$ cat src/rtl/core/efw_pkg.sv
// shared types and constants for the exon flank window block
`default_nettype none
package efw_pkg;

	localparam int DEF_MAX_EXON_SLOTS = 256;
	localparam logic [9:0] FLANK_RESET = 10'd50;
	localparam int COORD_W = 31;
	localparam int LEN_W = 11;
	// wide enough for sums over 4096 exons of signed coordinate differences
	localparam int SUM_W = 48;
	localparam int LEN_MAX = 2047;

	typedef logic signed [SUM_W-1:0] sw_t;

	typedef enum logic [1:0] {
		ST_OK       = 2'd0,
		ST_UNLOADED = 2'd1,
		ST_OUTSIDE  = 2'd2
	} status_t;

	typedef enum logic [3:0] {
		BK_IDLE,
		BK_BRD,
		BK_BEV,
		BK_FRD,
		BK_FEV,
		BK_CHK,
		BK_LRD,
		BK_LEV,
		BK_LFIN,
		BK_DONE
	} bk_state_t;

	typedef struct packed {
		logic               is_load;
		logic               slot_ok;
		logic [7:0]         idx;
		logic [COORD_W-1:0] exon_begin;
		logic [COORD_W-1:0] exon_finish;
		logic               last;
		logic [COORD_W-1:0] pos;
	} cmd_t;

	typedef struct packed {
		logic [COORD_W-1:0] window_start;
		logic [COORD_W-1:0] window_end;
		logic [LEN_W-1:0]   window_length;
		status_t            status;
	} res_t;

	function automatic sw_t ext31(input logic [COORD_W-1:0] x);
		ext31 = sw_t'({{(SUM_W-COORD_W){1'b0}}, x});
	endfunction

endpackage
`default_nettype wire

$ cat src/rtl/core/efw_resq.sv
// two-entry result queue between the back end and the result port
`default_nettype none
module efw_resq import efw_pkg::*; (
	input  wire logic clk,
	input  wire logic arst_n,
	input  wire logic res_push,
	output logic      res_full,
	input  wire res_t res_in,
	output logic      empty,
	input  wire logic pop,
	output res_t      res_out
);

	res_t       ent_q [2];
	logic [1:0] cnt_q;
	logic       wp_q;
	logic       rp_q;
	logic       do_push;
	logic       do_pop;

	assign res_full = (cnt_q == 2'd2);
	assign empty    = (cnt_q == 2'd0);
	assign res_out  = ent_q[rp_q];
	assign do_push  = res_push && !res_full;
	assign do_pop   = pop && !empty;

	always_ff @(posedge clk or negedge arst_n) begin
		if (!arst_n) begin
			cnt_q <= 2'd0;
			wp_q  <= 1'b0;
			rp_q  <= 1'b0;
		end else begin
			if (do_push) wp_q <= !wp_q;
			if (do_pop) rp_q <= !rp_q;
			cnt_q <= cnt_q + {1'b0, do_push} - {1'b0, do_pop};
		end
	end

	always_ff @(posedge clk) begin
		if (do_push) ent_q[wp_q] <= res_in;
	end

endmodule
`default_nettype wire

$ cat config.mk
export PLATFORM = sky130hd
export DESIGN_NAME = efw_resq
export DESIGN_NICKNAME = d
export VERILOG_FILES = /design/src/rtl/core/efw_pkg.sv /design/src/rtl/core/efw_resq.sv
export SDC_FILE = /design/constraint.sdc
export NUM_CORES = 1
export LEC_CHECK = 0
export ABC_AREA = 0
export ABC_CLOCK_PERIOD_IN_PS = 10900
export BUFFER_PORTS_ARGS = -buffer_cell sky130_fd_sc_hd__buf_2
export CORE_ASPECT_RATIO = 1.2
export CORE_MARGIN = 2
export CORE_UTILIZATION = 45
export DETAILED_ROUTE_END_ITERATION = 12
export PLACE_DENSITY_LB_ADDON = 0.08
export SLEW_MARGIN = 10
export SYNTH_ARGS = -nofsm -noshare
export SYNTH_HDL_FRONTEND = slang
export SYNTH_SLANG_ARGS = --single-unit
$ cat constraint.sdc
create_clock -name clk -period 10.9 [get_ports clk]
set_input_delay 0.545 -clock clk [delete_from_list [all_inputs] [get_ports clk]]
set_output_delay 0.545 -clock clk [all_outputs]
set_load 0.02 [all_outputs]
## Word-level counts from Yosys, hierarchy flattened

Memories as Yosys holds them, arrays and structs flattened.
Index checks and enable logic that the tools add are counted.

- Add/subtract/negate cells: 2
- Eq/ne operators: 1
- Multiplexer cells: 2
- Reduce and logical (&&, ||, !) cells: 7

Operator list:

| kind | count |
|---|---|
| 1-bit logical NOT | 4 |
| 2-bit by 1-bit adder with 2-bit output | 1 |
| 2-bit equality test (second input constant) | 1 |
| 1-bit logical AND | 2 |
| 2-bit logical NOT | 1 |
| 1-bit two-way mux | 2 |
| 2-bit by 1-bit subtractor with 2-bit output | 1 |

- Bits in registers: 4
- Bits in writable memories: 150
- Input port bits: 79
- Output and inout bits: 77
- Logic and storage cells: 16
- Memories kept: 1

Memories:

| name | depth | bits a word | read ports | clocked after memory_dff | write ports | line | RTL |
|---|---|---|---|---|---|---|---|
| ent_q | 2 | 75 | 1 | 0 | 1 | efw_resq.sv:14 | `res_t ent_q [2];` |

## Longest topological paths before layout

Gate-level depths: netlist of the first run.

- Depth after elaboration: 5
- Depth in mapped cells: 7
- Gate-level depth less buffers: 7

## Least setup slack after synthesis of the first run

No wires, ideal clock.

- Path kind: input port to flip-flop
- Start: input port res_push
- End: memory ent_q[0][0] in the netlist's numbering, enable pin
- Arrival time: 3769 ps
- Required time: 10391 ps
- Path slack: 6622 ps
- Stages on the path: 2
- Buffers on the path: 0
- Cell sequence: nand2_1 > nor2_1

- Longest elaborated chain between the ends: 3

Ends and longest elaborated chain:

| item | line | RTL |
|---|---|---|
| start: declaration | efw_resq.sv:6 | `input wire logic res_push,` |
| 1-bit logical AND | efw_resq.sv:24 | `assign do_push = res_push && !res_full;` |
| 1-bit two-way mux | efw_resq.sv:40 | `if (do_push) ent_q[wp_q] <= res_in;` |
| 1-bit two-way mux (not written as such) | efw_resq.sv:40 |  |
| end: declaration | efw_resq.sv:14 |  |

Every way passes these cells.

==> impl_metrics.ini, run 1 <==
[run_status]
outcome = finished, final reports clean

[floorplanning]
die_x_um = 107
num_rows = 45
start_util_pct = 45.9
io_pins = 156
core_area_um2 = 12600
dieArea_um2 = 13700
die_y_um = 128

[power]
leakage_uw = 0.00289
seqPwrFrac_pct = 39.6
ir_worst_vdd_uv = 265
powerDensity_nw_per_um2 = 295
pwr-share-clk_pct = 29.2
sw_frac_of_total_pct = 30.6
p_int_uw = 1510
total_power_uw = 2170
comb_power_share_pct = 31.2
power.switching_uw = 665

[sta]
worstMarginPinSlew_ns = 1.06
setup_viol = 0
skew_ns = 0.0112
tns_ns = 0
finalHoldViolCount = 0
rsz0062_at_grt = no
slew_headroom_pct = 29.2
min_period_ns = 3.00
slew_violations = 0
setup_ws_ns = 7.90
finalCritPeriodShare_pct = 27.6
clock.fmax_mhz = 333

[critical_path]
criticalPathCategory = flop to output port
crit_end = res_out[3]
worstPathMaxFanout = 56
reg2reg_to = ent_q[0][51]$_DFFE_PP_
cp-start-kind = flop
crit_required_ns = 10.36
reg2reg_from = cnt_q[0]$_DFF_PN0_
regToRegSetupSlack_ns = 8.43
cp_data_arrival_time_ns = 2.46
crit_path_end_kind = output port
cp-startpoint = rp_q$_DFFE_PN0P_
worstRegToRegCells = 4

[clock_network]
clk_latency_ns = 0.41
clockRootBuffer = clkbuf_16
post_cts_buffers = 0
cts_buffers = 17
cts_tree = built
clockBufferDepth = 2
h-tree-depth = 4
clk_pin_slew_worst_paths_ns = 0.06
cts_sinks = 154

[synth]
synth_area_leaders = edfxtp_1, mux2_4, mux2_2, dfrtp_1, buf_6
yosysWarnings = 0
yosysSeqAreaShare_pct = 79.9
synth_top_area_share_pct = 78.1
ys_seq_elements = 154
syn-cell-area_um2 = 5760
synth_area_per_cell_um2 = 23.0
ys_types = 16
synthCells = 251
synth_nets = 332
synth_top_cell_by_area = edfxtp_1

[drt]
drtIter0Drc = 88
ant_nets = 0
vias = 2845
topRoutingLayerUsed = met4
dr_wl_met2_um = 5060
avgRoutedWirePerCell_um = 16.4
totalWireLength_um = 9810
first_pass_iters = 4
route.met3.wl_um = 802
viasPerCell = 4.77
wl_met1_um = 3720
drc = 0

[cells_and_area]
final_net_count = 501
drive_above_1_share_pct = 61.0
final_area_um2 = 7360
mostFrequentLayoutCells = buf_2, edfxtp_1, mux2_4
area_delta_synth_final_pct = 27.7
diodes = 0
n_fill_cell = 983
final_common_cell = buf_2

[placement]
gp_congestion = 0.696
port_buffers = 155
pre_cts_ws_ns = 8.27
place_area_um2 = 6710
hpwl_um = 6200

[hold_path]
min_path_type = primary input to flop

[global_routing]
antenna_found_initial = 0
grt_max_degree = 76
grt.total_usage_pct = 14.7
gr-total-overflow = 0
grt_pass1_wl_um = 14800
grt_pass1_vias = 2966

[run]
cap_viol_max_count = 0
==> registers in the layout, indices dropped and copies added, names as in the netlist <==
| register | cells |
|---|---|
| cnt_q | 2 |
| ent_q | 150 |
| rp_q | 1 |
| wp_q | 1 |
==> final cells by class <==
type	count	area [µm²]	share of cell area, %
Sequential cell	154	4610	62.6
Multi-Input combinational cell	87	1100	14.9
Timing Repair Buffer	158	801	10.9
Clock buffer	17	425	5.78
Clock inverter	15	219	2.97
Tap cell	164	205	2.79
Inverter	2	7.51	0.102
==> per-stage QoR <==
step	hold slack (ns)	std cells	util [%]
after CTS	0.307	597	58.6
after global routing	0.302	597	58.6
after floorplan	0.249	251	-
after detailed placement	0.358	564	53.4
final	0.323	597	58.6
after global placement	0.354	564	53.4
==> Yosys cell counts <==
master    count
inv_1         2
buf_2         3
mux2_2       35
ha_1          2
xnor2_1       3
and3_1        1
buf_4         1
edfxtp_1    150
dfrtp_1       4
xor2_1        1
nor2_1        2
nor2b_1       1
buf_6         4
mux2_4       40
nand2b_1      1
nand2_1       1
==> kinds of logic after synthesis <==
group,count (synthesis),share of synthesized area [%]
adder cells (fa/ha/maj),2,0.434
buffers and inverters,10,1.30
XOR/XNOR,4,0.608
AND/OR/NAND/NOR,6,0.521
multiplexers,75,17.3
flip-flops,154,79.9
==> repair_timing <==
item                                   CTS  global route
hold buffers                             1             0
gates resized for setup                  0             0
endpoints found under the hold margin    4             0
==> how the worst min path moves through the flow <==
stage                          start                endpoint  slack (ns)  depth (start not counted)
after floorplan               arst_n      cnt_q[0]$_DFF_PN0_        0.25                          0
after global placement        arst_n        wp_q$_DFFE_PN0P_        0.35                          1
after detailed placement      arst_n        wp_q$_DFFE_PN0P_        0.36                          1
after CTS                 res_in[13]  ent_q[0][13]$_DFFE_PP_        0.31                          1
after global routing      res_in[22]  ent_q[1][22]$_DFFE_PP_        0.30                          1
final                     res_in[22]  ent_q[1][22]$_DFFE_PP_        0.32                          1
==> critical path, stage by stage (launching register included) <==
cell     delay (ns)
dfrtp_4        0.61
buf_4          0.80
mux2_2         0.41
buf_2          0.16
==> power groups by stage <==
stage,logic [µW],clock network (µW),registers [µW]
2_1_floorplan,520,0,858
3_3_place_gp,685,0,871
4_1_cts,692,648,864
3_5_place_dp,690,0,876
5_1_grt,729,675,875
6_report,678,634,861
==> routing by layer <==
metal / vias up / GRT usage, %
li1: 1329 / -
met1: 1392 / 16.6
met2: 108 / 24.3
met3: 16 / 6.41
met4: 0 / 6.34
met5: - / 0
Note: power is estimated with default switching activity, not from simulation.
==> run 2: changes to the inputs <==
ABC_CLOCK_PERIOD_IN_PS = 3000   (was 10900)
clock period = 3 ns   (was 10.9 ns; I/O delays follow)
==> run 2 against run 1 <==
  * Final area grew 9.2%
  * Register-to-register slack lost 7.2 ns
  * Combinational power grew to 3.8 times the previous value
  * Largest cell class unchanged
  * Largest power group unchanged
  * Highest routed layer unchanged
==> impl_metrics.ini, run 2 (synthesis results as in run 1) <==
[critical_path]
cp_data_arrival_time_ns = 2.07
regToRegSetupSlack_ns = 1.21
cp-start-kind = flop
criticalPathCategory = flop to output port
reg2reg_to = ent_q[1][5]$_DFFE_PP_
worstRegToRegCells = 3
critPathMaxStageDelay_ns = 0.68
cp_slowest_cell = dfrtp_4
crit_chain = buf_4, mux2_2, buf_2
worstPathMaxFanout = 26
crit_required_ns = 2.85
reg2reg_from = cnt_q[1]$_DFF_PN0_
crit_path_end_kind = output port
cp-startpoint = rp_q$_DFFE_PN0P_

[sta]
clock.fmax_mhz = 450
finalCritPeriodShare_pct = 74.1
setup_viol = 0
setup_ws_ns = 0.777
whs_ns = 0.0792
slew_violations = 0
tns_ns = 0
worstMarginPinSlew_ns = 0.615
skew_ns = 0.00580
finalHoldViolCount = 0
rsz0062_at_grt = no
slew_headroom_pct = 59.0
min_period_ns = 2.22

[cells_and_area]
area_delta_synth_final_pct = 39.4
largest_reg_flops = 150
reg_top3 = ent_q (150), cnt_q (2)
mostFrequentLayoutCells = buf_2, edfxtp_1, dlygate4sd3_1
final_area_um2 = 8040
regMostFlops = ent_q
drive_above_1_share_pct = 51.2
n_fill_cell = 933
final_net_count = 579
final_common_cell = buf_2
diodes = 0

[floorplanning]
die_x_um = 107
die_y_um = 128
io_pins = 156
core_area_um2 = 12600
num_rows = 45
dieArea_um2 = 13700
start_util_pct = 45.9

[clock_network]
h-tree-depth = 4
clk_pin_slew_worst_paths_ns = 0.05
cts_tree = built
clockBufferDepth = 2
cts_sinks = 154
cts_buffers = 17
clockRootBuffer = clkbuf_16
clk_latency_ns = 0.41

[drt]
viasPerCell = 4.63
vias = 3118
first_pass_iters = 4
drc = 0
ant_nets = 0
totalWireLength_um = 10300
drtIter0Drc = 103
avgRoutedWirePerCell_um = 15.2

[power]
powerDensity_nw_per_um2 = 944
total_power_uw = 7590
leakage_uw = 0.00316
ir_worst_vdd_uv = 512

[placement]
place_area_um2 = 6760
gp_congestion = 0.721
pre_cts_ws_ns = 1.18
hpwl_um = 6300
port_buffers = 155

[global_routing]
gr-total-overflow = 0
grt_pass1_wl_um = 16100
grt_max_degree = 46
grt_pass1_vias = 3333
antenna_found_initial = 0
grt.total_usage_pct = 15.9

[run]
cap_viol_max_count = 0

[hold_path]
min_path_type = primary input to async pin

[run_status]
outcome = finished, final reports clean
[run 2: layer usage]
| layer | GRT usage (%) | routed length, µm | vias to the layer above |
|---|---|---|---|
| met4 | 5.65 | 143 | 0 |
| li1 | - | - | 1486 |
| met2 | 26.8 | 5180 | 110 |
| met5 | 0 | 0 | - |
| met3 | 6.05 | 700 | 10 |
| met1 | 18.7 | 4230 | 1512 |
[run 2: metrics by stage]
stage                     std cells  util, %
after detailed placement        567     53.8
after CTS                       674     64.0
after global routing            674     64.0
after global placement          567     53.8
final                           674     64.0
after floorplan                 251        -
[run 2: what timing repair did]
| item | 4_1_cts | 5_1_grt |
|---|---|---|
| hold buffers | 76 | 0 |
| gates resized for setup | 0 | 0 |
| hold endpoints to repair | 154 | 0 |
| setup buffers | 0 | 0 |
[run 2: worst max-delay path by stage]
stage                     depth (start not counted)                endpoint  slack (ns)
after detailed placement                          3              res_out[8]        1.18
after CTS                                         3              res_out[8]        0.74
after floorplan                                   3   ent_q[0][0]$_DFFE_PP_        0.02
after global placement                            3  ent_q[1][16]$_DFFE_PP_        1.17
final                                             3              res_out[8]        0.78
after global routing                              3              res_out[9]        0.68
[run 2: area by class of cell]
class                           instances  area, µm²  share of cell area (%)
Inverter                                2       7.51                  0.0934
Multi-Input combinational cell         87       1100                    13.7
Timing Repair Buffer                  236       1600                    19.9
Clock buffer                           22        444                    5.53
Tap cell                              164        205                    2.55
Clock inverter                          9       76.3                   0.950
Sequential cell                       154       4610                    57.3
[run 2: power by group]
part	switching [µW]	leakage (µW)	total (µW)	internal, µW
clock	752	0.000239	1880	1120
sequential	188	0.00144	3140	2950
combinational	1430	0.00148	2570	1140
[run 2: critical path, delay by kind of cell (launching register included)]
family	cells	cell delay (ns)
flip-flops	1	0.68
buffers and inverters	2	0.59
multiplexers	1	0.39
==> run 3: changes to the inputs <==
ABC_AREA = 1   (was 0)
ABC_CLOCK_PERIOD_IN_PS = 2250   (was 3000)
clock period = 2.25 ns   (was 3 ns; I/O delays follow)
==> run 3 against run 2 <==
  * Synthesized cell count is 70% higher
  * Die area is 0.25% lower
  * Final cell count is 25% higher
  * Final area is 0.58% higher
  * First-iteration DRC count is 95% higher
  * Routed wire length is 13% higher
==> impl_metrics.ini, run 3 <==
[global_routing]
gr-usage-met2_pct = 30.7
gr-usage-met1_pct = 20.1
gr-max-usage-layer = met2
gr-total-overflow = 0
grt_pass1_wl_um = 18300
grt_pass1_vias = 3895
grt.total_usage_pct = 17.6
antenna_found_initial = 0
grt_max_degree = 77
use_met3_pct = 5.80

[critical_path]
crit_required_ns = 2.14
cp-start-kind = flop
critPathMaxStageDelay_ns = 0.43
worstRegToRegCells = 4
worstPathMaxFanout = 36
crit_path_end_kind = output port
cpLargestDelayFamily = buffers and inverters
criticalPathCategory = flop to output port
cp_slowest_cell = dfrtp_2
critPathBufInv = 3
crit_chain = inv_4, buf_4, nand2_1, nand2_1, buf_2
cp_common_cell = nand2_1
cp_num_cells = 5
cp_data_arrival_time_ns = 1.80

[cells_and_area]
multi_input_area_um2 = 970
largest_reg_flops = 150
diodes = 0
ff_latch_area_um2 = 4610
utilization_pct = 64.4
fin_cells = 845
final_net_count = 749
reg_top3 = ent_q (150), cnt_q (2)
mostFrequentLayoutCells = nand2_1, buf_2, edfxtp_1
n_fill_cell = 987
final_common_cell = nand2_1
area_delta_synth_final_pct = 40.6
drive_above_1_share_pct = 30.2
regMostFlops = ent_q

[synth]
synth-compound-area-share_pct = 0
ys_seq_elements = 154
synth.area.mux_share_pct = 0
synth_top_area_share_pct = 78.3
synth_area_per_cell_um2 = 13.5
yosysWarnings = 0
yosys.area_share.xor_xnor_pct = 0
netlist_top_cells_count = nand2_1, edfxtp_1, inv_1, nand2_2, buf_6
synth_area_leaders = edfxtp_1, nand2_1, dfrtp_1, buf_6, nand2_2
ys.flop_type = edfxtp_1
synth_most_common_cell = nand2_1
synthAdderAreaFrac_pct = 0.435
synth-simple-area-share_pct = 16.3
synth_nets = 507
synth_edf_count = 150
synth_top_cell_by_area = edfxtp_1
yosysSeqAreaShare_pct = 80.1
syn-cell-area_um2 = 5750
synthCells = 426
async_reset_ff_share_pct = 2.60
synth_top_family_by_area = simple AND/OR/NAND/NOR gates
ys_types = 12

[clock_network]
cts_tree = built
cts.repair.resized = 0
holdBufCountCts = 77
cts_buffers = 17
h-tree-depth = 4
cts_sinks = 154
clockBufferDepth = 2
clockRootBuffer = clkbuf_16
clk_latency_ns = 0.41
post_cts_buffers = 0
clk_pin_slew_worst_paths_ns = 0.06

[power]
leakage_uw = 0.00351
ir_worst_vdd_uv = 807
total_power_uw = 10600
powerDensity_nw_per_um2 = 1320

[sta]
slew_violations = 0
skew_ns = 0.00740
rsz0062_at_grt = no
finalCritPeriodShare_pct = 85.1
finalHoldViolCount = 0
slew_headroom_pct = 66.9
min_period_ns = 1.91
clock.fmax_mhz = 523
worstMarginPinSlew_ns = 0.497
tns_ns = 0
setup_viol = 0

[drt]
vias = 3865
drtIter0Drc = 201
viasPerCell = 4.57
avgRoutedWirePerCell_um = 13.7
totalWireLength_um = 11600
drc = 0
first_pass_iters = 6
ant_nets = 0

[run_status]
outcome = finished, final reports clean

[floorplanning]
core_area_um2 = 12600
die_y_um = 128
io_pins = 156
start_util_pct = 45.8
die_x_um = 107
num_rows = 45
dieArea_um2 = 13700

[placement]
gp_congestion = 0.709
placed_cells_incl_taps = 736
hpwl_um = 6710
port_buffers = 155

[run]
cap_viol_max_count = 0

[hold_path]
min_path_type = primary input to async pin
==> run 3: routing by layer <==
metal / wire, µm / vias up
met4: 165 / 0
met3: 753 / 16
met2: 6080 / 120
met5: 0 / -
li1: - / 1910
met1: 4620 / 1819
==> run 3: worst paths after layout <==
path	from	to	slack, ns
setup / recovery	rp_q$_DFFE_PN0P_	res_out[1]	0.34
hold / removal	arst_n	wp_q$_DFFE_PN0P_	0.06
setup reg to reg	cnt_q[1]$_DFF_PN0_	ent_q[1][25]$_DFFE_PP_	0.66
hold reg to reg	wp_q$_DFFE_PN0P_	wp_q$_DFFE_PN0P_	0.48
max in group asynchronous	arst_n	rp_q$_DFFE_PN0P_	2.05
min in group clk	res_push	wp_q$_DFFE_PN0P_	0.06
==> run 3: power by group <==
group / switching, µW / leakage, µW / total (µW) / internal, µW
Combinational: 2590 / 0.00178 / 3720 / 1130
Sequential: 152 / 0.00144 / 4060 / 3910
Clock: 1100 / 0.000287 / 2860 / 1750
Total: 3840 / 0.00351 / 10600 / 6800
==> run 3: final cells by class <==
| class | count | share of cell area (%) |
|---|---|---|
| sequential | 154 | 57.0 |
| timing repair buffer | 240 | 20.5 |
| multi-input combinational | 244 | 12.0 |
| clock buffer | 18 | 5.31 |
| tap | 164 | 2.54 |
| clock inverter | 14 | 2.10 |
| inverter | 11 | 0.588 |
==> run 3: cells by family (layout without fill, tap and decap cells) <==
logic type	Yosys count	count (layout)
adders and majority gates	2	2
buffers and inverters	28	283
DFF	154	154
and+or+nand+nor	242	242
==> run 3: worst reg2reg max path, cell delays in order, from the launching register on <==
cell	delay [ns]
dfrtp_1	0.39
nand2_1	0.11
nand2_1	0.13
nor2_4	0.14
buf_4	0.45
==> run 3: stage by stage <==
stage	cell area (µm²)	hold slack, ns	setup slack (ns)
6_report	8080	0.0623	0.336
5_1_grt	8080	0.0578	0.215
2_1_floorplan	5760	-0.183	0.136
4_1_cts	8080	0.0493	0.297
3_5_place_dp	6710	-0.0735	0.646
3_3_place_gp	6710	-0.0768	0.697
